<file path="config.mk">
export PLATFORM = sky130hd
export DESIGN_NAME = flash_file_place_and_append_core
export DESIGN_NICKNAME = d
export VERILOG_FILES = /design/src/rtl/ffpa_pkg.sv /design/src/rtl/flash_file_place_and_append_core.sv
export SDC_FILE = /design/constraint.sdc
export NUM_CORES = 1
export LEC_CHECK = 0
export ABC_AREA = 1
export BUFFER_PORTS_ARGS = -buffer_cell sky130_fd_sc_hd__buf_4
export CORE_AREA = 2 2 300 302
export CTS_CLUSTER_SIZE = 8
export DETAILED_ROUTE_END_ITERATION = 8
export DIE_AREA = 0 0 302 304
export GPL_TIMING_DRIVEN = 0
export PLACE_DENSITY = 0.52
export SETUP_SLACK_MARGIN = 0.5
export SYNTH_ARGS = -nofsm -noshare
export SYNTH_HDL_FRONTEND = slang
export SYNTH_SLANG_ARGS = --single-unit
</file>
<file path="constraint.sdc">
create_clock -name clk -period 8.1 [get_ports clk]
set_input_delay 1.215 -clock clk [delete_from_list [all_inputs] [get_ports clk]]
set_output_delay 1.215 -clock clk [all_outputs]
set_load 0.02 [all_outputs]
</file>
<file path="src/rtl/ffpa_pkg.sv">
// Package for the flash file place-and-append core.
// Holds the file table sizes, segment geometry, result kinds and sequencer states.
// Used by rtl/flash_file_place_and_append_core.sv; depends on nothing else.
package ffpa_pkg;

  localparam int FILE_COUNT    = 10;
  localparam int SEGMENT_BYTES = 512;
  localparam int SEG_BITS      = $clog2(SEGMENT_BYTES);
  localparam int IDX_W         = (FILE_COUNT > 1) ? $clog2(FILE_COUNT) : 1;

  localparam logic [15:0] REGION_BASE_RESET = 16'hF000;
  localparam logic [7:0]  BYTE_LF           = 8'h0A;
  localparam logic [7:0]  BYTE_CR           = 8'h0D;

  typedef enum logic [2:0] {
    KIND_PLACED  = 3'd0,
    KIND_ERASE   = 3'd1,
    KIND_PROGRAM = 3'd2,
    KIND_LOCK    = 3'd3,
    KIND_REJECT  = 3'd4
  } kind_t;

  typedef enum logic [2:0] {
    S_IDLE,
    S_REJECT,
    S_SUM,
    S_BASE,
    S_CROSS,
    S_APPEND,
    S_PROG,
    S_LOCK
  } state_t;

  // Start address of the segment that holds a flash address.
  function automatic logic [15:0] seg_of(input logic [15:0] a);
    logic [15:0] r;
    r = a;
    r[SEG_BITS-1:0] = '0;
    return r;
  endfunction

endpackage

</file>
<file path="src/rtl/flash_file_place_and_append_core.sv">
// Top level of the flash file place-and-append core: file tables, a small
// sequencer around one shared 16-bit adder, and a registered result beat.
// Depends on rtl/ffpa_pkg.sv.

// The core keeps a table of FILE_COUNT files packed one after another from
// region_base. A place beat must finish before the next beat can be taken:
// the lengths of the lower-numbered files are summed one per cycle through
// the shared adder, then the base is added and the segment crossing is
// checked. An append beat steps through accept, first-append load with
// optional erase, program and optional lock, one result beat at most per
// cycle, and a rejected index steps through accept and a reject beat.
// Results come out of a registered output stage; the sequencer holds while
// it is full and out_ready is low.
module flash_file_place_and_append_core (
  input  logic                 clk,
  input  logic                 rst,
  input  logic                 cfg_valid,
  output logic                 cfg_ready,
  input  logic [15:0]          cfg_data,
  input  logic                 in_valid,
  output logic                 in_ready,
  input  logic                 action,
  input  logic [3:0]           file_index,
  input  logic [12:0]          file_length,
  input  logic [7:0]           data_byte,
  input  logic                 chunk_end,
  output logic                 out_valid,
  input  logic                 out_ready,
  output ffpa_pkg::kind_t      kind,
  output logic [15:0]          address,
  output logic [7:0]           data,
  output logic                 last
);
  import ffpa_pkg::*;

  state_t state, state_next;

  logic [15:0] region_base;
  logic [12:0] length_table [FILE_COUNT];
  logic [15:0] start_table  [FILE_COUNT];
  logic [15:0] write_pointer [FILE_COUNT];
  logic [FILE_COUNT-1:0] started_flags;
  logic [15:0] last_erased_segment;

  // Latched item.
  logic             act;
  logic [IDX_W-1:0] fi;
  logic [12:0]      flen;
  logic [7:0]       dbyte;
  logic             cend;

  logic [15:0]      acc;
  logic [IDX_W-1:0] cnt;

  // Shared adder.
  logic [15:0] add_a, add_b, add_sum;

  logic        out_free;
  logic        push;
  kind_t       push_kind;
  logic [15:0] push_addr;
  logic [7:0]  push_data;
  logic        push_last;

  logic        bad_index;
  logic        dropped;
  logic [13:0] cross_sum;
  logic        crosses;
  logic [15:0] start_seg;
  logic        need_erase;

  assign cfg_ready = 1'b1;
  assign out_free  = !out_valid || out_ready;
  assign add_sum   = add_a + add_b;
  assign bad_index = 32'(file_index) >= FILE_COUNT;
  assign dropped   = (dbyte == BYTE_LF) || (dbyte == BYTE_CR);
  assign cross_sum = 14'(acc[SEG_BITS-1:0]) + 14'(flen);
  assign crosses   = cross_sum > 14'(SEGMENT_BYTES);
  assign start_seg = seg_of(start_table[fi]);
  assign need_erase = (fi == '0) || (start_seg != last_erased_segment);

  always_ff @(posedge clk) begin
    if (rst) begin
      state <= S_IDLE;
    end else begin
      state <= state_next;
    end
  end

  always_comb begin
    state_next = state;
    in_ready   = 1'b0;
    add_a      = acc;
    add_b      = 16'd0;
    push       = 1'b0;
    push_kind  = KIND_PLACED;
    push_addr  = 16'd0;
    push_data  = 8'd0;
    push_last  = 1'b0;
    unique case (state)
      S_IDLE: begin
        in_ready = 1'b1;
        if (in_valid) begin
          if (bad_index) begin
            state_next = S_REJECT;
          end else if (action) begin
            state_next = S_APPEND;
          end else begin
            state_next = S_SUM;
          end
        end
      end
      S_REJECT: begin
        if (out_free) begin
          push       = 1'b1;
          push_kind  = KIND_REJECT;
          push_last  = 1'b1;
          state_next = S_IDLE;
        end
      end
      S_SUM: begin
        add_a = acc;
        add_b = 16'(length_table[cnt]);
        if (cnt == fi) begin
          state_next = S_BASE;
        end
      end
      S_BASE: begin
        add_a      = region_base;
        add_b      = acc;
        state_next = S_CROSS;
      end
      S_CROSS: begin
        add_a = seg_of(acc);
        add_b = 16'(SEGMENT_BYTES);
        if (out_free) begin
          push       = 1'b1;
          push_kind  = KIND_PLACED;
          push_addr  = crosses ? add_sum : acc;
          push_last  = 1'b1;
          state_next = S_IDLE;
        end
      end
      S_APPEND: begin
        if (started_flags[fi]) begin
          state_next = S_PROG;
        end else if (out_free) begin
          if (need_erase) begin
            push      = 1'b1;
            push_kind = KIND_ERASE;
            push_addr = start_seg;
            push_last = dropped && !cend;
          end
          state_next = S_PROG;
        end
      end
      S_PROG: begin
        add_a = write_pointer[fi];
        add_b = 16'd1;
        if (dropped) begin
          state_next = cend ? S_LOCK : S_IDLE;
        end else if (out_free) begin
          push       = 1'b1;
          push_kind  = KIND_PROGRAM;
          push_addr  = write_pointer[fi];
          push_data  = dbyte;
          push_last  = !cend;
          state_next = cend ? S_LOCK : S_IDLE;
        end
      end
      S_LOCK: begin
        if (out_free) begin
          push       = 1'b1;
          push_kind  = KIND_LOCK;
          push_last  = 1'b1;
          state_next = S_IDLE;
        end
      end
      default: state_next = S_IDLE;
    endcase
  end

  // Control state and tables whose reset value is defined.
  always_ff @(posedge clk) begin
    if (rst) begin
      region_base         <= REGION_BASE_RESET;
      started_flags       <= '0;
      last_erased_segment <= 16'd0;
      out_valid           <= 1'b0;
      for (int i = 0; i < FILE_COUNT; i++) begin
        length_table[i] <= 13'd0;
        start_table[i]  <= 16'd0;
      end
    end else begin
      if (cfg_valid && cfg_ready) begin
        region_base <= cfg_data;
      end
      if (push) begin
        out_valid <= 1'b1;
      end else if (out_ready) begin
        out_valid <= 1'b0;
      end
      if (state == S_IDLE && in_valid && !bad_index && !action) begin
        length_table[file_index[IDX_W-1:0]] <= file_length;
      end
      if (state == S_CROSS && out_free) begin
        start_table[fi] <= push_addr;
      end
      if (state == S_APPEND && !started_flags[fi] && out_free) begin
        started_flags[fi] <= 1'b1;
        if (need_erase) begin
          last_erased_segment <= start_seg;
        end
      end
    end
  end

  // Payload registers: latched item, accumulator, pointers, result beat.
  always_ff @(posedge clk) begin
    if (state == S_IDLE && in_valid) begin
      act   <= action;
      fi    <= file_index[IDX_W-1:0];
      flen  <= file_length;
      dbyte <= data_byte;
      cend  <= chunk_end;
      acc   <= 16'd0;
      cnt   <= '0;
    end
    if (state == S_SUM && cnt != fi) begin
      acc <= add_sum;
      cnt <= cnt + 1'b1;
    end
    if (state == S_BASE) begin
      acc <= add_sum;
    end
    if (state == S_APPEND && !started_flags[fi] && out_free) begin
      write_pointer[fi] <= start_table[fi];
    end
    if (state == S_PROG && !dropped && out_free) begin
      write_pointer[fi] <= add_sum;
    end
    if (push) begin
      kind    <= push_kind;
      address <= push_addr;
      data    <= push_data;
      last    <= push_last;
    end
  end

  // The latched action must agree with the path the sequencer took.
  a_path_matches_action: assert property (@(posedge clk) disable iff (rst)
    (state == S_SUM || state == S_BASE || state == S_CROSS) |-> !act)
    else $error("place path taken for an append beat");

  a_busy_after_accept: assert property (@(posedge clk) disable iff (rst)
    (in_valid && in_ready) |=> !in_ready)
    else $error("input accepted again while an item is in work");

  a_erase_aligned: assert property (@(posedge clk) disable iff (rst)
    (out_valid && kind == KIND_ERASE) |-> (address[SEG_BITS-1:0] == '0))
    else $error("erase address not on a segment boundary");

  a_terminal_kinds_last: assert property (@(posedge clk) disable iff (rst)
    (out_valid && (kind == KIND_LOCK || kind == KIND_REJECT || kind == KIND_PLACED))
      |-> last)
    else $error("placed, lock or reject beat without last");

  a_push_only_when_free: assert property (@(posedge clk) disable iff (rst)
    push |-> out_free)
    else $error("result beat overwrote a pending beat");

endmodule

</file>
=== After elaboration in Yosys (flattened, before gate mapping) ===
Memories as Yosys holds them, arrays and structs flattened. A register that Yosys moved wholly into a read port is not among the register bits.
Index checks and enable logic that the tools add are counted.

* Register bits: 111
* RAM bits: 450
* Bits of input ports: 48
* Logic and storage cells: 152
* Memories: 3

* $add $sub $neg: 3
* Order comparisons: 4
* Eq/ne operators: 17
* Mux-type cells: 75
* Bitwise gates (word level): 4
* Reduce and logical (&&, ||, !) cells: 31

{| class="wikitable"
|+ Memories
! memory !! words !! bits a word !! read ports !! clocked after memory_dff !! write ports !! line !! RTL
|-
| start_table || 10 || 16 || 1 || 1 || 10 || flash_file_place_and_append_core.sv:40 || <nowiki>logic [15:0] start_table [FILE_COUNT];</nowiki>
|-
| write_pointer || 10 || 16 || 1 || 1 || 1 || flash_file_place_and_append_core.sv:41 || <nowiki>logic [15:0] write_pointer [FILE_COUNT];</nowiki>
|-
| length_table || 10 || 13 || 1 || 1 || 10 || flash_file_place_and_append_core.sv:39 || <nowiki>logic [12:0] length_table [FILE_COUNT];</nowiki>
|}

{| class="wikitable"
|+ Operators with widths
! cell !! number
|-
| $mux W16 || 12
|-
| $pmux W16 S3 || 2
|-
| $pmux W16 S4 || 1
|-
| $mux W3 || 11
|-
| $mux W1 || 32
|-
| $mux W4 || 7
|-
| $pmux W3 S6 || 1
|-
| $add A16 B16 Y16 || 1
|-
| $eq A8 B4 Y1 const B || 2
|-
| $reduce_or A16 Y1 || 1
|-
| $add A9 B13 Y14 || 1
|-
| $gt A14 B10 Y1 const B || 1
|-
| $mux W13 || 1
|-
| $reduce_or A13 Y1 || 1
|-
| $eq A3 B3 Y1 const B || 4
|-
| $pmux W3 S4 || 1
|-
| $logic_and A1 B1 Y1 || 11
|-
| $or A10 B10 Y10 || 1
|-
| $ne A7 B7 Y1 || 1
|-
| $eq A3 B2 Y1 const B || 2
|-
| $logic_not A1 Y1 || 6
|-
| $mux W2 || 3
|-
| $pmux W1 S3 || 2
|-
| $reduce_or A3 Y1 || 2
|-
| 22 further kinds || 27
|}

=== Depth between registers and ports, before layout ===
Gate-level depths: netlist (run 1).

* Word-level depth: 9
* Gate-level depth with buffers: 27
* Gate-level depth less buffers: 22

=== Worst setup path before layout (run 1) ===
Ideal clock, no wire load.

* Kind: flip-flop to flip-flop
* From: register (tool-made name)
* To: memory start_table[10][12], data pin
* Library setup time: 0.196 ns
* Arrival: 3.626 ns
* Path slack: 4.279 ns
* Stages on the path, launching flop included: 26
* Path buffers: 5
* Cell sequence: dfxtp_1 buf_2 buf_2 buf_2 clkbuf_1 o221ai_1 o211ai_1 o21ai_1 nand2_1 o211ai_1 ha_1 fa_1 nand3_1 nand2_1 a21oi_1 o21ai_0 nand2_1 nand2_1 nand2_1 nand2_1 nand2_1 nand3_1 nand2_1 nor2_4 buf_6 nor2_1

{| class="wikitable"
|+ RTL lines
! item !! line
|-
| end, declared || flash_file_place_and_append_core.sv:40
|}

==> flow_metrics.tcl, run 1 <==
set metrics [dict create \
    relSlewSlack 0.127 \
    cts_max_level 3 \
    coreArea_um2 89000 \
    hold_class "flip-flop to flip-flop" \
    pwr-share-seq 0.350 \
    synthCells 3193 \
    p_sw_mw 5.80 \
    critical_path.top_delay_family "compound AO/OA/AOI/OAI gates" \
    synth-edff-count 698 \
    ys_seq_area_frac 0.656 \
    fmax_mhz 168 \
    powerDensity_nw_per_um2 371 \
    slowest_stage "o21ai_0" \
    cp_slowest_stage_delay_ns 0.92 \
    cts_sinks 743 \
    die_area_um2 91800 \
    crit_fanout 10 \
    dp_hpwl_mm 74.7 \
    synth_top_area_cell "edfxtp_1" \
    via_per_inst 5.22 \
    report.final.slew_viol_count 0 \
    wl_mm 105 \
    first_pass_iters 5 \
    tns_ns 0 \
    clkPwrFrac 0.278 \
    synth_area_leaders "edfxtp_1, nor2_1, nand2_1" \
    worstPathCellList "buf_2 > buf_2 > buf_2 > clkbuf_1 > o221ai_1 > o211ai_1 > o21ai_1 > nand2_1 > o211ai_1 > ha_1 > fa_1 > nand3_1 > nand2_1 > a21oi_1 > o21ai_0 > nand2_1 > nand2_1 > nand2_1 > nand2_1 > o21ai_0" \
    num_antenna_cells 0 \
    fin_util 0.438 \
    hold_buffers 0 \
    overflow 0 \
    dpl.cell_count 4543 \
    drc 0 \
    clk_latency_ns 0.67 \
    critPathMostFrequentCell "nand2_1" \
    final_nets 3547 \
    syn-cell-area_um2 33300 \
    p_sw_frac 0.401 \
    crit_buf_inv 4 \
    ys.flop_type "edfxtp_1" \
    worst_slew_pin_slew_ns 1.31 \
    track_usage 0.228 \
    outcome "finished clean" \
    required_ns 8.39 \
    min_period_ns 5.96 \
    first_iter_violations 2330 \
    clk_pin_slew_worst_paths_ns 0.05 \
    syn_area_per_cell_um2 10.4 \
    wl_per_cell_um 22.4 \
    rsz0062_at_grt "false" \
    post_cts_buffers 0 \
    io_buffers 77 \
    leakage_nw 14.7 \
    cts_root_buffer "clkbuf_16" \
    initial_utilization 0.374 \
    ir_drop_uv 227 \
    postRouteAntennaNets 0 \
    grt_pass1_wl_mm 155 \
    numCtsBuffers 103 \
    yosys_warnings 0 \
    grt_max_degree 36 \
    die_width_um 302 \
    drive_above_1_share 0.105 \
    fin_crit_sh 0.735 \
    fin_cells 4708 \
    ios 79 \
    finalClockSkew_ns 0.0328 \
    place_congestion 0.929 \
    synth.ff_latch_count 743 \
    post_cts_resized 0 \
    synth_top_area_share 0.629 \
    fillers 8564 \
    clockBufferDepth 3 \
    finalSetupViolCount 0 \
    power.internal_mw 8.65 \
    hold_viol_final 0 \
    power_mw 14.4 \
    cp-start-kind "flip-flop" \
    p_comb_frac 0.372 \
    grt_antenna_before_repair 1 \
    async_flop_share 0 \
    multiInputGateArea_um2 9920 \
    maxCapViolations 0 \
    final-seq-area_um2 21900 \
    fin_ws_ns 2.14 \
    area_growth_pct 17.0 \
    cp-end-kind "flip-flop" \
    first_global_vias 23500 \
    std_cell_rows 110 \
    die_h_um 304 \
    dp_slack_ns 2.30 \
    vias 24600 \
    cp_data_arrival_time_ns 6.24 \
    ys_types 48 \
    critPathKind "flip-flop to flip-flop" \
    cts_tree "built" \
]
sequential cells by signal, indices dropped and copies added, names as in the netlist, 4 cells and up, named ones only:
| register | count |
|---|---|
| write_pointer | 160 |
| data | 8 |
| dbyte | 8 |
| started_flags | 10 |
| address | 16 |
| start_table | 256 |
| flen | 13 |
| cnt | 4 |
| acc | 16 |
| last_erased_segment | 7 |
| region_base | 16 |
| fi | 4 |
| length_table | 208 |
worst reg2reg max path: cells and delay by family, from the launching register on:
| family | cells | cell delay (ns) |
|---|---|---|
| flip-flops | 1 | 0.38 |
| AO/OA/AOI/OAI | 7 | 2.20 |
| AND/OR/NAND/NOR | 7 | 0.66 |
| adder cells (fa/ha/maj) | 2 | 0.71 |
| buffers and inverters | 4 | 1.61 |
layout make-up:
class                           instances  share of cell area
Tap cell                             1176              0.0378
Timing Repair Buffer                   97              0.0229
Multi-Input combinational cell       2089               0.255
Buffer                                178              0.0228
Clock inverter                         10             0.00462
Inverter                              260              0.0250
Sequential cell                       743               0.561
Clock buffer                          155              0.0712
synth_stat cells, types with 10 or more instances:
library cell,number
a21oi_1,56
buf_2,60
buf_4,10
buf_6,14
clkbuf_1,91
dfxtp_1,45
edfxtp_1,698
ha_1,25
inv_1,241
inv_2,18
nand2_1,482
nand3_1,135
nand3_2,13
nor2_1,659
nor2_4,14
o211ai_1,50
o21ai_0,340
o21ai_1,31
o221ai_1,45
o22ai_1,86
xnor2_1,10
power by group through the flow:
stage / Sequential, mW / Clock (mW) / Combinational (mW)
global route: 5.08 / 4.23 / 5.82
CTS: 5.05 / 4.07 / 5.35
finish: 5.05 / 4.02 / 5.38
floorplan: 5.12 / 0 / 3.13
detailed placement: 5.12 / 0 / 5.34
global placement: 5.13 / 0 / 5.31
path summary, 6_finish.rpt:
path	start	end	slack, ns	depth (start not counted)
max	flip-flop	write_pointer[3][12]	2.14	20
min	region_base[12]	region_base[12]	0.46	2
max reg2reg	flip-flop	write_pointer[3][12]	2.14	20
min reg2reg	region_base[12]	region_base[12]	0.46	2
cell usage in the layout, fill, tap and decap left out, drive strengths merged, types with 50 or more instances in the layout:
cell type    n
a21oi       57
inv        262
buf        183
edfxtp     698
nand3      148
clkbuf     247
nor2       675
conb        79
o21ai      371
nand2      486
o211ai      50
o22ai       86
through the flow:
step | hold WS [ns] | cell area (um2)
after floorplan | 0.429 | 33600
after global placement | 0.446 | 35600
after detailed placement | 0.454 | 36000
after CTS | 0.462 | 39000
after global routing | 0.488 | 39000
final | 0.462 | 39000
cell families (layout without fill, tap and decap cells):
group                    after synthesis  in the layout  share of synthesized area
XOR/XNOR                              17             17                    0.00447
adder cells (fa/ha/maj)               27             27                     0.0106
AND/OR/NAND/NOR                     1342           1342                      0.165
buffers and inverters                438            700                     0.0559
flip-flops                           743            743                      0.656
other                                  2             79                   0.000226
AO/OA/AOI/OAI                        624            624                      0.107
per-layer routing:
metal,wire (um),vias up,track usage
li1,-,11500,-
met4,3640,2,0.0828
met5,13,-,0
met1,45600,12000,0.310
met2,49900,844,0.373
met3,6210,174,0.0308
Power figures use the tool's default switching activity.
==> inputs of run 2 (changes only) <==
clock period = 6.2 ns   (was 8.1 ns; I/O delays follow)
==> flow_metrics.tcl, run 2 (same netlist as run 1, synthesis figures left out) <==
set metrics [dict create \
    outcome "finished clean" \
    p_sw_mw 7.58 \
    area_growth_pct 17.0 \
    clk_pin_slew_worst_paths_ns 0.05 \
    final_common_cell "edfxtp_1" \
    final_nets 3547 \
    grt_max_degree 36 \
    p_comb_frac 0.373 \
    relSlewSlack 0.127 \
    place_congestion 0.929 \
    clkPwrFrac 0.278 \
    postRouteAntennaNets 0 \
    final-seq-area_um2 21900 \
    numCtsBuffers 103 \
    wl_per_cell_um 22.4 \
    cts_root_buffer "clkbuf_16" \
    die_h_um 304 \
    track_usage 0.228 \
    initial_utilization 0.374 \
    cts_max_level 3 \
    cp_data_arrival_time_ns 5.74 \
    cts_sinks 743 \
    fin_util 0.438 \
    wl_mm 105 \
    multiInputGateArea_um2 9930 \
    final_cell_mix "edfxtp_1, nor2_1, nand2_1" \
    cp-start-kind "flip-flop" \
    clk_latency_ns 0.67 \
    ir_drop_uv 297 \
    hold_buffers 0 \
    fmax_mhz 185 \
    vias 24600 \
    drive_above_1_share 0.106 \
    first_iter_violations 2448 \
    power.internal_mw 11.3 \
    coreArea_um2 89000 \
    dp_hpwl_mm 74.7 \
    min_period_ns 5.40 \
    via_per_inst 5.23 \
    largest_register_ffs 256 \
    first_global_vias 23500 \
    required_ns 6.54 \
    std_cell_rows 110 \
    first_pass_iters 5 \
    finalClockSkew_ns 0.0313 \
    ios 79 \
    rsz0062_at_grt "false" \
    power_mw 18.9 \
    worst_slew_pin_slew_ns 1.31 \
    die_area_um2 91800 \
    dp_slack_ns 0.395 \
    powerDensity_nw_per_um2 484 \
    report.final.slew_viol_count 0 \
    fin_ws_ns 0.804 \
    tns_ns 0 \
    crit_fanout 10 \
    finalSetupViolCount 0 \
    io_buffers 77 \
    critPathKind "flip-flop to flip-flop" \
    fin_crit_sh 0.870 \
    cts_tree "built" \
    clockBufferDepth 3 \
    drc 0 \
    p_sw_frac 0.401 \
    maxCapViolations 0 \
    hold_class "primary input to flip-flop" \
    top_regs "start_table (256), length_table (208), write_pointer (160)" \
    post_dp_cell_area_um2 36000 \
    die_width_um 302 \
    stdcell_area_um2 39000 \
    grt_pass1_wl_mm 155 \
    pwr-share-seq 0.350 \
    overflow 0 \
    hold_viol_final 0 \
    fillers 8562 \
    leakage_nw 14.7 \
    regMostFlops "start_table" \
    grt_antenna_before_repair 1 \
    cp-end-kind "flip-flop" \
    num_antenna_cells 0 \
]
==> run 2: repair_timing <==
item / 4_1_cts / 5_1_grt
pin swaps: 0 / 0
resized for setup: 4 / 9
setup buffers: 0 / 0
endpoints found under the setup margin: 37 / 54
==> run 2: stage by stage <==
step | std cells | hold WS [ns]
finish | 4708 | 0.448
global route | 4708 | 0.434
CTS | 4708 | 0.415
detailed placement | 4543 | 0.454
global placement | 4523 | 0.446
floorplan | 3270 | 0.429
==> run 2: metal layers <==
layer	GRT usage	vias up	part of all wire
met1	0.310	12000	0.43
li1	-	11500	-
met3	0.0308	179	0.064
met5	0	-	0.00012
met2	0.373	877	0.47
met4	0.0828	2	0.035
==> run 2: worst paths after layout <==
kind	from	to	slack [ns]	cells past startpoint
min reg2reg	region_base[12]	region_base[12]	0.46	2
max	flip-flop	start_table[12][8]	0.80	22
min	data_byte[1]	dbyte[1]	0.45	1
max reg2reg	flip-flop	start_table[12][8]	0.80	22
==> run 2: worst max-delay path, stage by stage, from the launching register on <==
cell and delay [ns]:
dfxtp_1 0.39, buf_2 0.31, clkbuf_4 0.35, buf_2 0.31, clkbuf_2 0.34, o221ai_1 0.17
o211ai_1 0.13, o21ai_1 0.24, nand2_1 0.12, o211ai_1 0.09, ha_1 0.25, fa_1 0.46
nand3_1 0.10, nand2_1 0.11, a21oi_2 0.26, inv_1 0.07, a31oi_1 0.17, xor2_1 0.28
nand2_1 0.08, nand3_1 0.09, nand2_1 0.28, inv_2 0.30, nor2_1 0.16
==> run 2: layout make-up <==
class | instances | area share
Tap cell | 1176 | 0.0378
Timing Repair Buffer | 97 | 0.0229
Sequential cell | 743 | 0.561
Inverter | 260 | 0.0250
Buffer | 178 | 0.0229
Clock inverter | 10 | 0.00462
Clock buffer | 155 | 0.0711
Multi-Input combinational cell | 2089 | 0.255
==> run 2: power by group through the flow <==
stage	Combinational [mW]	Sequential, mW	Clock (mW)
floorplan	4.10	6.69	0
global route	7.62	6.63	5.53
finish	7.03	6.60	5.25
global placement	6.94	6.70	0
CTS	7.00	6.60	5.32
detailed placement	6.97	6.69	0
==> inputs of run 3 (changes only) <==
CORE_AREA = 2 2 264 266   (was 2 2 300 302)
DIE_AREA = 0 0 266 268   (was 0 0 302 304)
PLACE_DENSITY = 0.66   (was 0.52)
SLEW_MARGIN = 20   (was not set)
clock period = 4.9 ns   (was 6.2 ns; I/O delays follow)
==> flow_metrics.tcl, run 3 (same netlist as run 1, synthesis figures left out) <==
set metrics [dict create \
    std_cell_rows 96 \
    p_comb_frac 0.388 \
    critical_path.top_delay_family "buffers and inverters" \
    largest_register_ffs 256 \
    post_dp_cell_area_um2 35600 \
    final_common_cell "edfxtp_1" \
    finalClockSkew_ns 0.0288 \
    grt_max_degree 36 \
    coreArea_um2 68200 \
    relSlewSlack 0.205 \
    leakage_nw 15.0 \
    cts_root_buffer "clkbuf_16" \
    holdPathStages 1 \
    worst_slew_pin_slew_ns 1.18 \
    p_sw_mw 9.62 \
    worst_hold_slack_ns 0.258 \
    drive_above_1_share 0.137 \
    slowest_stage "ha_1" \
    reg2reg_to "start_table[13][14]" \
    top_regs "start_table (256), length_table (208), write_pointer (160)" \
    cts_max_level 3 \
    outcome "finished clean" \
    min_period_ns 4.35 \
    die_area_um2 71300 \
    regToRegSetupSlack_ns 0.55 \
    maxCapViolations 0 \
    cp_slowest_stage_delay_ns 0.40 \
    cp-start-kind "flip-flop" \
    cp_data_arrival_time_ns 4.75 \
    clk_pin_slew_worst_paths_ns 0.05 \
    grt_pass1_wl_mm 145 \
    cts_sinks 743 \
    first_iter_violations 2944 \
    clk_latency_ns 0.67 \
    pwr-share-seq 0.342 \
    clockBufferDepth 3 \
    fin_crit_sh 0.888 \
    p_sw_frac 0.395 \
    critPathMostFrequentCell "nand2_1" \
    cts_tree "built" \
    io_buffers 77 \
    postRouteAntennaNets 0 \
    area_growth_pct 17.5 \
    ios 79 \
    die_h_um 268 \
    fin_cells 4442 \
    grt_antenna_before_repair 0 \
    crit_buf_inv 9 \
    critPathKind "flip-flop to flip-flop" \
    final_nets 3566 \
    rsz0062_at_grt "true" \
    final_cell_mix "edfxtp_1, nor2_1, nand2_1" \
    numCtsBuffers 103 \
    first_pass_iters 6 \
    cp-end-kind "flip-flop" \
    initial_utilization 0.488 \
    dpl.cell_count 4244 \
    hold_start "data_byte[5]" \
    hold_class "primary input to flip-flop" \
    overflow 0 \
    hold_viol_final 0 \
    die_width_um 266 \
    num_antenna_cells 0 \
    clkPwrFrac 0.270 \
    wl_mm 99.0 \
    worstHoldEndpoint "dbyte[5]" \
    reg2reg_depth 26 \
    ir_drop_uv 417 \
    crit_fanout 10 \
    vias 25200 \
    report.final.slew_viol_count 0 \
    finalSetupViolCount 0 \
    required_ns 5.30 \
    track_usage 0.275 \
    first_global_vias 23600 \
    wl_per_cell_um 22.3 \
    drc 0 \
    via_per_inst 5.68 \
    fmax_mhz 230 \
    regMostFlops "start_table" \
    powerDensity_nw_per_um2 623 \
    power.internal_mw 14.7 \
    stdcell_area_um2 39100 \
    dp_hpwl_mm 68.3 \
    place_congestion 0.956 \
]
[run 3: cell types whose count changed in the layout (fill, tap and decap cells not counted), sizes merged]
| cell | change |
|---|---|
| buf | +25 |
| clkinv | -4 |
| clkbuf | +4 |
| clkinvlp | +2 |
| inv | +1 |
[run 3: worst max-delay path by stage]
stage	startpoint	to	slack [ns]	cells past startpoint
global route	flip-flop	start_table[11][14]	0.37	26
global placement	flip-flop	write_pointer[0][8]	-0.78	18
detailed placement	flip-flop	write_pointer[4][12]	-0.72	20
CTS	flip-flop	start_table[12][12]	0.50	25
finish	flip-flop	start_table[13][14]	0.55	26
floorplan	flip-flop	start_table[10][12]	1.08	25
[run 3: layout make-up]
cell class	count	area (um2)
clock buffer	166	2820
sequential	743	21900
buffer	178	1080
timing repair inverter	1	7.51
fill	5751	29100
clock inverter	8	118
multi-input combinational	2089	10200
tap	882	1100
timing repair buffer	115	947
inverter	260	992
[run 3: routing by layer]
| metal | GRT usage | share of wire |
|---|---|---|
| met1 | 0.371 | 0.40 |
| met5 | 0 | 0 |
| met2 | 0.441 | 0.46 |
| met4 | 0.123 | 0.042 |
| met3 | 0.0458 | 0.094 |
[run 3: what timing repair did]
| item | in CTS | in global routing |
|---|---|---|
| pin swaps | 7 | 25 |
| setup buffers | 8 | 13 |
| resized for setup | 93 | 103 |
| cloned | 1 | 1 |
| hold buffers | 0 | 0 |
| endpoints found under the setup margin | 410 | 309 |
[run 3: power by group through the flow]
stage | Sequential [mW] | Clock [mW] | Combinational [mW]
floorplan | 8.46 | 0 | 5.18
global placement | 8.44 | 0 | 8.45
detailed placement | 8.44 | 0 | 8.58
CTS | 8.32 | 6.61 | 8.90
global route | 8.37 | 6.88 | 10.1
finish | 8.33 | 6.59 | 9.44
[run 3: metrics by stage]
stage / setup slack, ns / util / TNS, ns / total power [mW]
floorplan: 1.08 / - / 0 / 13.6
global placement: -0.783 / 0.517 / -92.78 / 16.9
detailed placement: -0.722 / 0.521 / -84.49 / 17.0
CTS: 0.505 / 0.568 / 0 / 23.8
global route: 0.373 / 0.574 / 0 / 25.3
finish: 0.549 / 0.574 / 0 / 24.4
